[config.mk]
export PLATFORM = sky130hd
export DESIGN_NAME = pulse_envelope_generator_core
export DESIGN_NICKNAME = d
export VERILOG_FILES = /design/src/design/peg_pkg.sv /design/src/design/pulse_envelope_generator_core.sv /design/src/design/peg_div.sv /design/src/design/peg_rom.sv
export SDC_FILE = /design/constraint.sdc
export NUM_CORES = 2
export LEC_CHECK = 0
export BUFFER_PORTS_ARGS = -buffer_cell sky130_fd_sc_hd__buf_4
export CAP_MARGIN = 20
export CORE_ASPECT_RATIO = 1.75
export CORE_MARGIN = 2
export CORE_UTILIZATION = 60
export DETAILED_ROUTE_END_ITERATION = 7
export PLACE_DENSITY_LB_ADDON = 0.2
export SLEW_MARGIN = 10
export SYNTH_ARGS = -nofsm -noshare
export SYNTH_HDL_FRONTEND = slang
export SYNTH_SLANG_ARGS = --single-unit
[constraint.sdc]
create_clock -name clk -period 10.3 [get_ports clk]
set_input_delay 1.03 -clock clk [delete_from_list [all_inputs] [get_ports clk]]
set_output_delay 1.03 -clock clk [all_outputs]
set_load 0.005 [all_outputs]
[src/design/peg_pkg.sv]
// shared types, constants and weight table function for the pulse envelope generator
`default_nettype none
package peg_pkg;

  localparam int TABLE_DEPTH  = 512;
  localparam int HALF_DEPTH   = TABLE_DEPTH / 2;
  localparam int IDX_W        = $clog2(TABLE_DEPTH);
  localparam int HIDX_W       = $clog2(HALF_DEPTH);
  localparam int TICK_W       = 20;
  localparam int DVD_W        = TICK_W + IDX_W;
  localparam int CNT_W        = $clog2(DVD_W + 1);
  localparam logic [31:0] MIN_EDGE_GAP = 32'd1000;
  localparam logic [TICK_W-1:0] TICK_MAX = {TICK_W{1'b1}};
  localparam logic [IDX_W-1:0] TABLE_LAST = IDX_W'(TABLE_DEPTH - 1);

  typedef enum logic [2:0] {
    OP_TICK  = 3'd0,
    OP_START = 3'd1,
    OP_STOP  = 3'd2,
    OP_LEVEL = 3'd3,
    OP_EDGE  = 3'd4,
    OP_DRAIN = 3'd5
  } opcode_t;

  typedef enum logic [2:0] {
    REG_BASELINE = 3'd0,
    REG_PEAK     = 3'd1,
    REG_WIDTH    = 3'd2,
    REG_INTERVAL = 3'd3,
    REG_COUNT    = 3'd4
  } reg_idx_t;

  typedef enum logic [2:0] {
    ST_IDLE,
    ST_DIV,
    ST_ROM,
    ST_MUL,
    ST_FIN
  } state_t;

  // one truncated taylor term step, divisor picked per term
  function automatic longint unsigned taylor_div(input longint unsigned v, input int n);
    longint unsigned r;
    r = 0;
    case (n)
      1: r = v / 6;
      2: r = v / 20;
      3: r = v / 42;
      4: r = v / 72;
      5: r = v / 110;
      6: r = v / 156;
      7: r = v / 210;
      8: r = v / 272;
      default: r = v / 342;
    endcase
    return r;
  endfunction

  // q0.16 weight for folded index k, sin^2 via q30 taylor series
  function automatic logic [15:0] weight_of(input int k);
    longint unsigned x, x2, term, pos, neg, s, w;
    x    = (64'd3373259426 * longint'(k)) / (TABLE_DEPTH - 1);
    x2   = (x * x) >> 30;
    term = x;
    pos  = x;
    neg  = 0;
    for (int n = 1; n <= 9; n++) begin
      term = taylor_div((term * x2) >> 30, n);
      if ((n % 2) == 1) neg = neg + term;
      else pos = pos + term;
    end
    s = (pos > neg) ? pos - neg : 64'd0;
    if (s > 64'd1073741824) s = 64'd1073741824;
    w = (s * s + (64'd1 << 43)) >> 44;
    if (w > 64'd65535) w = 64'd65535;
    return w[15:0];
  endfunction

endpackage
`default_nettype wire

[src/design/pulse_envelope_generator_core.sv]
// Pulse envelope generator top: registers, sequencer and result stage.
// Results: a tick inside a pass passes through divider start, the serial index divider,
// the index register, rom read, multiply and the output register; other items load it directly.
// Throughput: one item at a time; next item taken once the result is transferred,
// so a tick inside a pass holds off the input until its result has gone out.
// Reset: synchronous active-high rst clears run, pass and marker state and
// loads the configuration registers with their default values.
`default_nettype none
module pulse_envelope_generator_core (
  input  wire logic        clk,
  input  wire logic        rst,
  input  wire logic        psel,
  input  wire logic        penable,
  input  wire logic        pwrite,
  input  wire logic [4:0]  paddr,
  input  wire logic [31:0] pwdata,
  output logic [31:0]      prdata,
  output logic             pready,
  input  wire logic        in_valid,
  output logic             in_ready,
  input  wire logic [2:0]  opcode,
  input  wire logic [31:0] now_us,
  input  wire logic [7:0]  level_value,
  output logic             out_valid,
  input  wire logic        out_ready,
  output logic [7:0]       dac_value,
  output logic             dac_driven,
  output logic             run_active,
  output logic [15:0]      passes_done,
  output logic             pass_ended,
  output logic [7:0]       pass_peak,
  output logic             marker_ready,
  output logic [31:0]      marker_start_us,
  output logic [31:0]      latency_us,
  output logic [15:0]      dropped_edges,
  output logic             run_done
);
  import peg_pkg::*;

  // configuration registers
  logic [7:0]  baseline, peak;
  logic [15:0] width_ms, interval_ms, pass_count;
  logic        wr_en;
  reg_idx_t    wr_idx;

  assign pready = 1'b1;
  assign wr_en  = psel && penable && pwrite;
  assign wr_idx = reg_idx_t'(paddr[4:2]);

  always_ff @(posedge clk) begin
    if (rst) begin
      baseline    <= 8'd40;
      peak        <= 8'd200;
      width_ms    <= 16'd40;
      interval_ms <= 16'd5000;
      pass_count  <= 16'd10;
    end else if (wr_en) begin
      unique case (wr_idx)
        REG_BASELINE: baseline    <= pwdata[7:0];
        REG_PEAK:     peak        <= pwdata[7:0];
        REG_WIDTH:    width_ms    <= pwdata[15:0];
        REG_INTERVAL: interval_ms <= pwdata[15:0];
        REG_COUNT:    pass_count  <= pwdata[15:0];
        default: ;
      endcase
    end
  end

  // register readback
  always_comb begin
    unique case (wr_idx)
      REG_BASELINE: prdata = {24'd0, baseline};
      REG_PEAK:     prdata = {24'd0, peak};
      REG_WIDTH:    prdata = {16'd0, width_ms};
      REG_INTERVAL: prdata = {16'd0, interval_ms};
      REG_COUNT:    prdata = {16'd0, pass_count};
      default:      prdata = '0;
    endcase
  end

  // run and marker state
  logic              run_flag, in_pass_flag, edge_pending;
  logic [TICK_W-1:0] tick_counter, pass_ticks, cycle_ticks;
  logic [15:0]       pass_counter, drop_counter;
  logic [31:0]       pass_start_time, edge_time, edge_start_time, last_edge_time;
  logic [7:0]        running_max, latched_max;

  logic              run_flag_next, in_pass_flag_next, edge_pending_next;
  logic [TICK_W-1:0] tick_counter_next, pass_ticks_next, cycle_ticks_next;
  logic [15:0]       pass_counter_next, drop_counter_next;
  logic [31:0]       pass_start_time_next, edge_time_next, edge_start_time_next;
  logic [31:0]       last_edge_time_next;
  logic [7:0]        running_max_next, latched_max_next;

  state_t state, state_next;
  logic   accept, deliver;
  logic   env_go;
  logic   load_now;

  assign accept  = in_valid && in_ready;
  assign deliver = out_valid && out_ready;
  assign in_ready = (state == ST_IDLE) && (!out_valid || out_ready);

  // immediate result values
  logic [7:0]  r_dac;
  logic        r_driven, r_ended, r_ready;
  logic [31:0] r_mstart, r_lat;

  // tick, pass count and edge gap math
  logic [TICK_W-1:0] p_ticks, c_ticks, tc_inc;
  logic [31:0]       edge_gap;
  logic [15:0]       pc_inc;
  opcode_t           op;

  assign op = opcode_t'(opcode);

  always_comb begin
    p_ticks = TICK_W'({width_ms, 3'b000}) + TICK_W'({width_ms, 1'b0});
    c_ticks = TICK_W'({interval_ms, 3'b000}) + TICK_W'({interval_ms, 1'b0});
    if (p_ticks == '0) p_ticks = TICK_W'(1);
    if (p_ticks > TICK_MAX - 1'b1) p_ticks = TICK_MAX - 1'b1;
    if (c_ticks <= p_ticks) c_ticks = p_ticks + 1'b1;
    tc_inc   = tick_counter + 1'b1;
    edge_gap = now_us - last_edge_time;
    pc_inc   = (pass_counter != 16'hFFFF) ? pass_counter + 1'b1 : pass_counter;
  end

  // item decode and next state
  always_comb begin
    run_flag_next        = run_flag;
    in_pass_flag_next    = in_pass_flag;
    edge_pending_next    = edge_pending;
    tick_counter_next    = tick_counter;
    pass_ticks_next      = pass_ticks;
    cycle_ticks_next     = cycle_ticks;
    pass_counter_next    = pass_counter;
    drop_counter_next    = drop_counter;
    pass_start_time_next = pass_start_time;
    edge_time_next       = edge_time;
    edge_start_time_next = edge_start_time;
    last_edge_time_next  = last_edge_time;
    running_max_next     = running_max;
    latched_max_next     = latched_max;
    r_dac    = '0;
    r_driven = 1'b0;
    r_ended  = 1'b0;
    r_ready  = 1'b0;
    r_mstart = '0;
    r_lat    = '0;
    env_go   = 1'b0;
    case (op)
      OP_TICK: begin
        if (run_flag) begin
          tick_counter_next = tc_inc;
          if (!in_pass_flag) begin
            if (tc_inc >= cycle_ticks) begin
              tick_counter_next    = '0;
              in_pass_flag_next    = 1'b1;
              running_max_next     = '0;
              pass_start_time_next = now_us;
            end else begin
              r_dac    = baseline;
              r_driven = 1'b1;
            end
          end else if (tick_counter >= pass_ticks) begin
            r_ended           = 1'b1;
            in_pass_flag_next = 1'b0;
            latched_max_next  = running_max;
            pass_counter_next = pc_inc;
            if (pc_inc >= pass_count) run_flag_next = 1'b0;
            r_dac    = baseline;
            r_driven = 1'b1;
          end else begin
            env_go = 1'b1;
          end
        end
      end
      OP_START: begin
        pass_ticks_next   = p_ticks;
        cycle_ticks_next  = c_ticks;
        pass_counter_next = '0;
        tick_counter_next = '0;
        in_pass_flag_next = 1'b0;
        edge_pending_next = 1'b0;
        drop_counter_next = '0;
        run_flag_next     = 1'b1;
      end
      OP_STOP: begin
        run_flag_next = 1'b0;
        r_dac    = baseline;
        r_driven = 1'b1;
      end
      OP_LEVEL: begin
        run_flag_next = 1'b0;
        r_dac    = level_value;
        r_driven = 1'b1;
      end
      OP_EDGE: begin
        if (edge_gap >= MIN_EDGE_GAP) begin
          last_edge_time_next = now_us;
          if (edge_pending) begin
            if (drop_counter != 16'hFFFF) drop_counter_next = drop_counter + 1'b1;
          end else begin
            edge_time_next       = now_us;
            edge_start_time_next = pass_start_time;
            edge_pending_next    = 1'b1;
          end
        end
      end
      OP_DRAIN: begin
        if (edge_pending) begin
          r_ready           = 1'b1;
          r_mstart          = edge_start_time;
          r_lat             = edge_time - edge_start_time;
          edge_pending_next = 1'b0;
        end
      end
      default: ;
    endcase
  end

  // envelope datapath: index divider, rom, multiply
  logic [IDX_W-1:0]  quo;
  logic              div_done;
  logic              env_start;
  logic [TICK_W-1:0] env_t;
  logic [DVD_W-1:0]  dvd;
  logic [IDX_W-1:0]  idx;
  logic [HIDX_W-1:0] rom_addr;
  logic [15:0]       weight;
  logic signed [25:0] prod;
  logic signed [8:0]  span;
  logic signed [26:0] rnd;
  logic signed [11:0] lvl_s;
  logic [7:0]         env_dac;

  assign dvd = (DVD_W'(env_t) << IDX_W) - DVD_W'(env_t);

  peg_div u_div (
    .clk      (clk),
    .rst      (rst),
    .start    (env_start),
    .dividend (dvd),
    .divisor  (pass_ticks),
    .done     (div_done),
    .quotient (quo)
  );

  always_ff @(posedge clk) begin
    if (accept && env_go) env_t <= tick_counter;
    if (div_done) idx <= quo;
  end

  assign rom_addr = (idx < IDX_W'(HALF_DEPTH)) ? idx[HIDX_W-1:0]
                                               : HIDX_W'(TABLE_LAST - idx);

  peg_rom u_rom (
    .clk  (clk),
    .addr (rom_addr),
    .data (weight)
  );

  assign span = $signed({1'b0, peak}) - $signed({1'b0, baseline});

  always_ff @(posedge clk) begin
    if (state == ST_MUL) prod <= span * $signed({1'b0, weight});
  end

  // round, floor shift and clamp
  always_comb begin
    rnd   = 27'(prod) + 27'sd32768;
    lvl_s = $signed({4'd0, baseline}) + 12'(rnd >>> 16);
    if (lvl_s < 0) env_dac = 8'd0;
    else if (lvl_s > 12'sd255) env_dac = 8'd255;
    else env_dac = lvl_s[7:0];
  end

  // sequencer
  always_ff @(posedge clk) begin
    if (rst) begin
      state     <= ST_IDLE;
      env_start <= 1'b0;
    end else begin
      state     <= state_next;
      env_start <= accept && env_go;
    end
  end

  always_comb begin
    state_next = state;
    load_now   = 1'b0;
    unique case (state)
      ST_IDLE: begin
        if (accept) begin
          if (env_go) state_next = ST_DIV;
          else load_now = 1'b1;
        end
      end
      ST_DIV: if (div_done) state_next = ST_ROM;
      ST_ROM: state_next = ST_MUL;
      ST_MUL: state_next = ST_FIN;
      ST_FIN: state_next = ST_IDLE;
      default: state_next = ST_IDLE;
    endcase
  end

  // state registers
  always_ff @(posedge clk) begin
    if (rst) begin
      run_flag        <= 1'b0;
      in_pass_flag    <= 1'b0;
      edge_pending    <= 1'b0;
      tick_counter    <= '0;
      pass_ticks      <= '0;
      cycle_ticks     <= '0;
      pass_counter    <= '0;
      drop_counter    <= '0;
      pass_start_time <= '0;
      edge_time       <= '0;
      edge_start_time <= '0;
      last_edge_time  <= '0;
      running_max     <= '0;
      latched_max     <= '0;
    end else if (accept) begin
      run_flag        <= run_flag_next;
      in_pass_flag    <= in_pass_flag_next;
      edge_pending    <= edge_pending_next;
      tick_counter    <= tick_counter_next;
      pass_ticks      <= pass_ticks_next;
      cycle_ticks     <= cycle_ticks_next;
      pass_counter    <= pass_counter_next;
      drop_counter    <= drop_counter_next;
      pass_start_time <= pass_start_time_next;
      edge_time       <= edge_time_next;
      edge_start_time <= edge_start_time_next;
      last_edge_time  <= last_edge_time_next;
      running_max     <= running_max_next;
      latched_max     <= latched_max_next;
    end else if (state == ST_FIN && env_dac > running_max) begin
      running_max <= env_dac;
    end
  end

  // output register
  always_ff @(posedge clk) begin
    if (rst) begin
      out_valid <= 1'b0;
    end else if (load_now || state == ST_FIN) begin
      out_valid <= 1'b1;
    end else if (deliver) begin
      out_valid <= 1'b0;
    end
  end

  always_ff @(posedge clk) begin
    if (load_now) begin
      dac_value       <= r_dac;
      dac_driven      <= r_driven;
      run_active      <= run_flag_next;
      passes_done     <= pass_counter_next;
      pass_ended      <= r_ended;
      pass_peak       <= latched_max_next;
      marker_ready    <= r_ready;
      marker_start_us <= r_mstart;
      latency_us      <= r_lat;
      dropped_edges   <= drop_counter_next;
      run_done        <= run_flag && !run_flag_next;
    end else if (state == ST_FIN) begin
      dac_value       <= env_dac;
      dac_driven      <= 1'b1;
      run_active      <= run_flag;
      passes_done     <= pass_counter;
      pass_ended      <= 1'b0;
      pass_peak       <= latched_max;
      marker_ready    <= 1'b0;
      marker_start_us <= '0;
      latency_us      <= '0;
      dropped_edges   <= drop_counter;
      run_done        <= 1'b0;
    end
  end

`ifndef ASSERT_OFF
  // no new transfer while the envelope path is busy
  a_busy_not_ready: assert property (@(posedge clk) disable iff (rst)
    state != ST_IDLE |-> !in_ready)
    else $error("input ready while sequencer busy");

  // divider only finishes while the sequencer waits on it
  a_div_in_state: assert property (@(posedge clk) disable iff (rst)
    div_done |-> state == ST_DIV)
    else $error("divider done outside divide state");

  // undriven results carry a zero level
  a_dac_zero: assert property (@(posedge clk) disable iff (rst)
    out_valid && !dac_driven |-> dac_value == 8'd0)
    else $error("level nonzero on undriven result");

  // marker fields are zero without a measurement
  a_marker_zero: assert property (@(posedge clk) disable iff (rst)
    out_valid && !marker_ready |-> latency_us == 32'd0 && marker_start_us == 32'd0)
    else $error("marker fields set without measurement");
`endif

endmodule
`default_nettype wire

[src/design/peg_div.sv]
// restoring serial divider, one quotient bit per cycle
`default_nettype none
module peg_div (
  input  wire logic                       clk,
  input  wire logic                       rst,
  input  wire logic                       start,
  input  wire logic [peg_pkg::DVD_W-1:0]  dividend,
  input  wire logic [peg_pkg::TICK_W-1:0] divisor,
  output logic                            done,
  output logic [peg_pkg::IDX_W-1:0]       quotient
);
  import peg_pkg::*;

  logic             busy;
  logic [CNT_W-1:0] count;
  logic [TICK_W:0]  rem;
  logic [DVD_W-1:0] quo;
  logic [TICK_W:0]  shifted;
  logic [TICK_W:0]  diff;
  logic             fits;

  // shift in next dividend bit and trial subtract
  always_comb begin
    shifted = {rem[TICK_W-1:0], quo[DVD_W-1]};
    diff    = shifted - {1'b0, divisor};
    fits    = shifted >= {1'b0, divisor};
  end

  always_ff @(posedge clk) begin
    if (rst) begin
      busy  <= 1'b0;
      done  <= 1'b0;
      count <= '0;
    end else begin
      done <= 1'b0;
      if (start) begin
        busy  <= 1'b1;
        count <= CNT_W'(DVD_W);
      end else if (busy) begin
        count <= count - 1'b1;
        if (count == CNT_W'(1)) begin
          busy <= 1'b0;
          done <= 1'b1;
        end
      end
    end
  end

  // datapath
  always_ff @(posedge clk) begin
    if (start) begin
      rem <= '0;
      quo <= dividend;
    end else if (busy) begin
      rem <= fits ? diff : shifted;
      quo <= {quo[DVD_W-2:0], fits};
    end
  end

  assign quotient = quo[IDX_W-1:0];

endmodule
`default_nettype wire

[src/design/peg_rom.sv]
// half-wave weight rom with registered read
`default_nettype none
module peg_rom (
  input  wire logic                       clk,
  input  wire logic [peg_pkg::HIDX_W-1:0] addr,
  output logic [15:0]                     data
);
  import peg_pkg::*;

  logic [15:0] rom [HALF_DEPTH];

  for (genvar g = 0; g < HALF_DEPTH; g++) begin : g_rom
    assign rom[g] = weight_of(g);
  end

  always_ff @(posedge clk) begin
    data <= rom[addr];
  end

endmodule
`default_nettype wire
==> flow_summary_export.csv <==
group,metric,value,unit
sta,fin_crit_sh,83.9,%
place,place_congestion,1.05,
place,portBuffers,203,
logic_synthesis,netlist_area,40300,um^2
clock_network,cts_tree,"done",
clock_network,ctsResizeCount,0,
run,cap_violations,0,
logic_synthesis,async_flop_share,0,%
route,wire_per_inst,24.4,um
die,io_pins,239,
clock_network,cts.clk_slew.worst_paths,0.07,ns
setup_path,criticalPathCategory,"reg -> reg",
power_and_ir_drop,total_power,5130,uW
power_and_ir_drop,p_comb_share,16.6,%
sta,setup_violations,0,
logic_synthesis,synth_area_leaders,"dfxtp_1 17%, edfxtp_1 14%, ha_1 9.6%",
place,hpwl,103,mm
setup_path,r2r_cells,31,
logic_synthesis,synth-edff-count,186,
power_and_ir_drop,clkPwrFrac,39.0,%
logic_synthesis,seq_area_frac_synth,31.3,%
die,initial_core_util,60.6,%
clock_network,cts-buffers-inserted,50,
clock_network,hold_buffers,0,
route,wl,143,mm
power_and_ir_drop,power.switching,1410,uW
cells_and_area,nNetsFinal,5422,
setup_path,critPathMaxStageDelay,0.55,ns
cells_and_area,drive_above_1_share,9.11,%
logic_synthesis,yosysMostFrequentCell,"nand2_1",
global_routing,track_usage,41.2,%
global_routing,grt_overflow,0,
power_and_ir_drop,power.leakage,0.0178,uW
clock_network,insertion_delay,0.61,ns
setup_path,crit_start,"baseline[0]$_SDFFE_PP0P_",
route,viasPerCell,6.51,
clock_network,clock_sinks,537,
power_and_ir_drop,cellInternalPower,3710,uW
setup_path,reg2reg_to,"prod[25]$_DFFE_PP_",
die,num_rows,125,
sta,skew,0.0181,ns
die,design.core.area,66500,um^2
sta,tns,0,ns
logic_synthesis,synth.largest_area_cell,"dfxtp_1",
sta,slew_headroom,16.7,%
sta,tightest_slew,1.25,ns
setup_path,critPathRequiredTime,10.65,ns
route,drc,0,
setup_path,critPathLaunchType,"flop",
clock_network,cts_buffer_depth,3,
cells_and_area,area_growth,9.94,%
setup_path,crit_slowest_cell,"fa_1",
die,die_y,347,um
setup_path,critPathArrivalTime,8.99,ns
setup_path,cpMostUsedCell,"fa_1",
sta,rsz0062_at_grt,"no",
route,postRouteAntennaNets,0,
place,dp.cells,5751,
setup_path,cp_max_fo,18,
hold_path,hold_path_class,"reg -> reg",
route,vias,38100,
power_and_ir_drop,p_seq_share,44.4,%
setup_path,rrSetupSlack,1.66,ns
status,status,"finished, final reports clean",
setup_path,r2r_start,"baseline[0]$_SDFFE_PP0P_",
logic_synthesis,synth.distinct_cells,86,
clock_network,h-tree-depth,2,
logic_synthesis,ys_ff_latch,537,
logic_synthesis,synthCells,4890,
logic_synthesis,synthFlopType,"dfxtp_1",
sta,period_needed,8.64,ns
sta,final_hold_viol_count,0,
die,die_w,200,um
clock_network,post-cts-setup-buffers,0,
sta,fin_hold_ws,0.451,ns
logic_synthesis,ys_warn_count,0,
route,dr.first_iter.drc_count,3038,
global_routing,antenna_found_initial,17,
setup_path,critPathCaptureType,"flop",
cells_and_area,layoutNonFillerInstCount,5857,
power_and_ir_drop,cellPowerDensity,116,nW/um^2
route,dr.pass1.iters,8,
die,die-area,69300,um^2
sta,maxSlewViolCount,0,
global_routing,grt_pass1_wl,217,mm
cells_and_area,final_cell_area,44300,um^2
place,place_area,42500,um^2
clock_network,clockRootBuffer,"clkbuf_16",
power_and_ir_drop,irDropWorstVdd,170,uV
setup_path,endpoint,"prod[25]$_DFFE_PP_",
global_routing,grt_pass1_vias,37200,
logic_synthesis,synth_top_cell_area_share,17.4,%
logic_synthesis,yosys-top-cells-count,"460 x nand2_1, 435 x a21oi_1, 425 x nor2_1, 351 x dfxtp_1, 347 x inv_1",
global_routing,grt_max_degree,181,
logic_synthesis,syn_avg_cell_area,8.24,um^2
sta,fmax,0.116,GHz
power_and_ir_drop,switching_share,27.6,%
cells by family after synthesis:
| kind of cell | synth area share, % |
|---|---|
| muxes | 2.56 |
| adders and majority gates | 14.8 |
| AOI/OAI and AO/OA | 22.0 |
| and+or+nand+nor | 19.6 |
| DFF | 31.3 |
| other | 0.0186 |
| buffers and inverters | 6.44 |
| xor gates and xnor gates | 3.28 |
worst max-delay path, delay by kind of cell (launching register included):
family	cells	cell delay [ns]
and+or+nand+nor	5	0.68
buffers and inverters	5	0.41
DFF	1	0.49
xor gates and xnor gates	1	0.12
adders and majority gates	8	3.53
AOI/OAI and AO/OA	12	3.19
per-layer routing:
metal,wire (um),vias to the layer above,track usage [%]
li1,-,17600,-
met1,46300,18200,40.2
met2,71000,1599,70.2
met3,10300,667,11.2
met4,15200,18,37.2
met5,121,-,0
sequential cells by signal, indices dropped and copies added, names as in the netlist, 20 cells and up:
register	flops
edge_start_time	32
edge_time	32
last_edge_time	32
latency_us	32
marker_start_us	32
pass_start_time	32
u_div.quo	29
cycle_ticks	20
env_t	20
pass_ticks	20
tick_counter	20
u_div.rem	20
cell usage in the layout, fill, tap and decap left out, types with 17 or more instances in the layout:
master     count
a21o_1        68
nor2_1       422
nand3_1      152
or2_2         22
conb_1        17
a21oi_1      434
nor3_1       123
xnor2_1       86
o31ai_1      101
or3_1         25
mux2i_1       67
nor2b_1       44
o21ai_0      269
a311oi_1      40
mux2_2        32
a22oi_1       23
nand2b_1      63
a211oi_1      51
ha_1         309
clkbuf_16     51
and2_1       110
o22ai_1       38
nand4_1       36
and3_1        38
edfxtp_1     186
inv_1        347
o311ai_0      22
xor2_1        55
o21a_1        38
dfxtp_1      349
fa_1         105
nand2_1      458
o211ai_1      43
a31oi_1       71
nand4b_1      64
buf_4        272
through the flow:
stage / setup slack [ns] / util (%)
6_report: 1.66 / 66.7
2_1_floorplan: 2.71 / -
3_3_place_gp: 1.69 / 63.9
3_5_place_dp: 1.66 / 63.9
4_1_cts: 1.61 / 66.5
5_1_grt: 1.06 / 66.6
worst min path at each step:
stage / slack [ns] / start / cells after the start / endpoint
2_1_floorplan: 0.42 / u_div.quo[0]$_DFFE_PP_ / 0 / idx[0]$_DFFE_PP_
3_3_place_gp: 0.43 / u_div.quo[1]$_DFFE_PP_ / 0 / idx[1]$_DFFE_PP_
3_5_place_dp: 0.44 / u_div.quo[1]$_DFFE_PP_ / 0 / idx[1]$_DFFE_PP_
4_1_cts: 0.45 / u_div.quo[3]$_DFFE_PP_ / 0 / idx[3]$_DFFE_PP_
5_1_grt: 0.47 / pass_count[10]$_SDFFE_PP0P_ / 2 / pass_count[10]$_SDFFE_PP0P_
6_report: 0.45 / u_div.quo[1]$_DFFE_PP_ / 0 / idx[1]$_DFFE_PP_
power groups by stage:
stage / clock (uW) / combinational (uW) / sequential, uW
global placement: 0 / 816 / 2320
floorplan: 0 / 586 / 2310
finish: 2000 / 852 / 2270
CTS: 2010 / 842 / 2270
global route: 2080 / 945 / 2280
detailed placement: 0 / 835 / 2320
area by class of cell:
class	count	area (um^2)
Antenna cell	5	12.5
Multi-Input combinational cell	3701	25400
Sequential cell	537	12600
Fill cell	5703	22200
Inverter	351	1320
Timing Repair Buffer	280	2160
Tap cell	889	1110
Clock inverter	28	380
Clock buffer	66	1340
(Power assumes the default switching activity.)
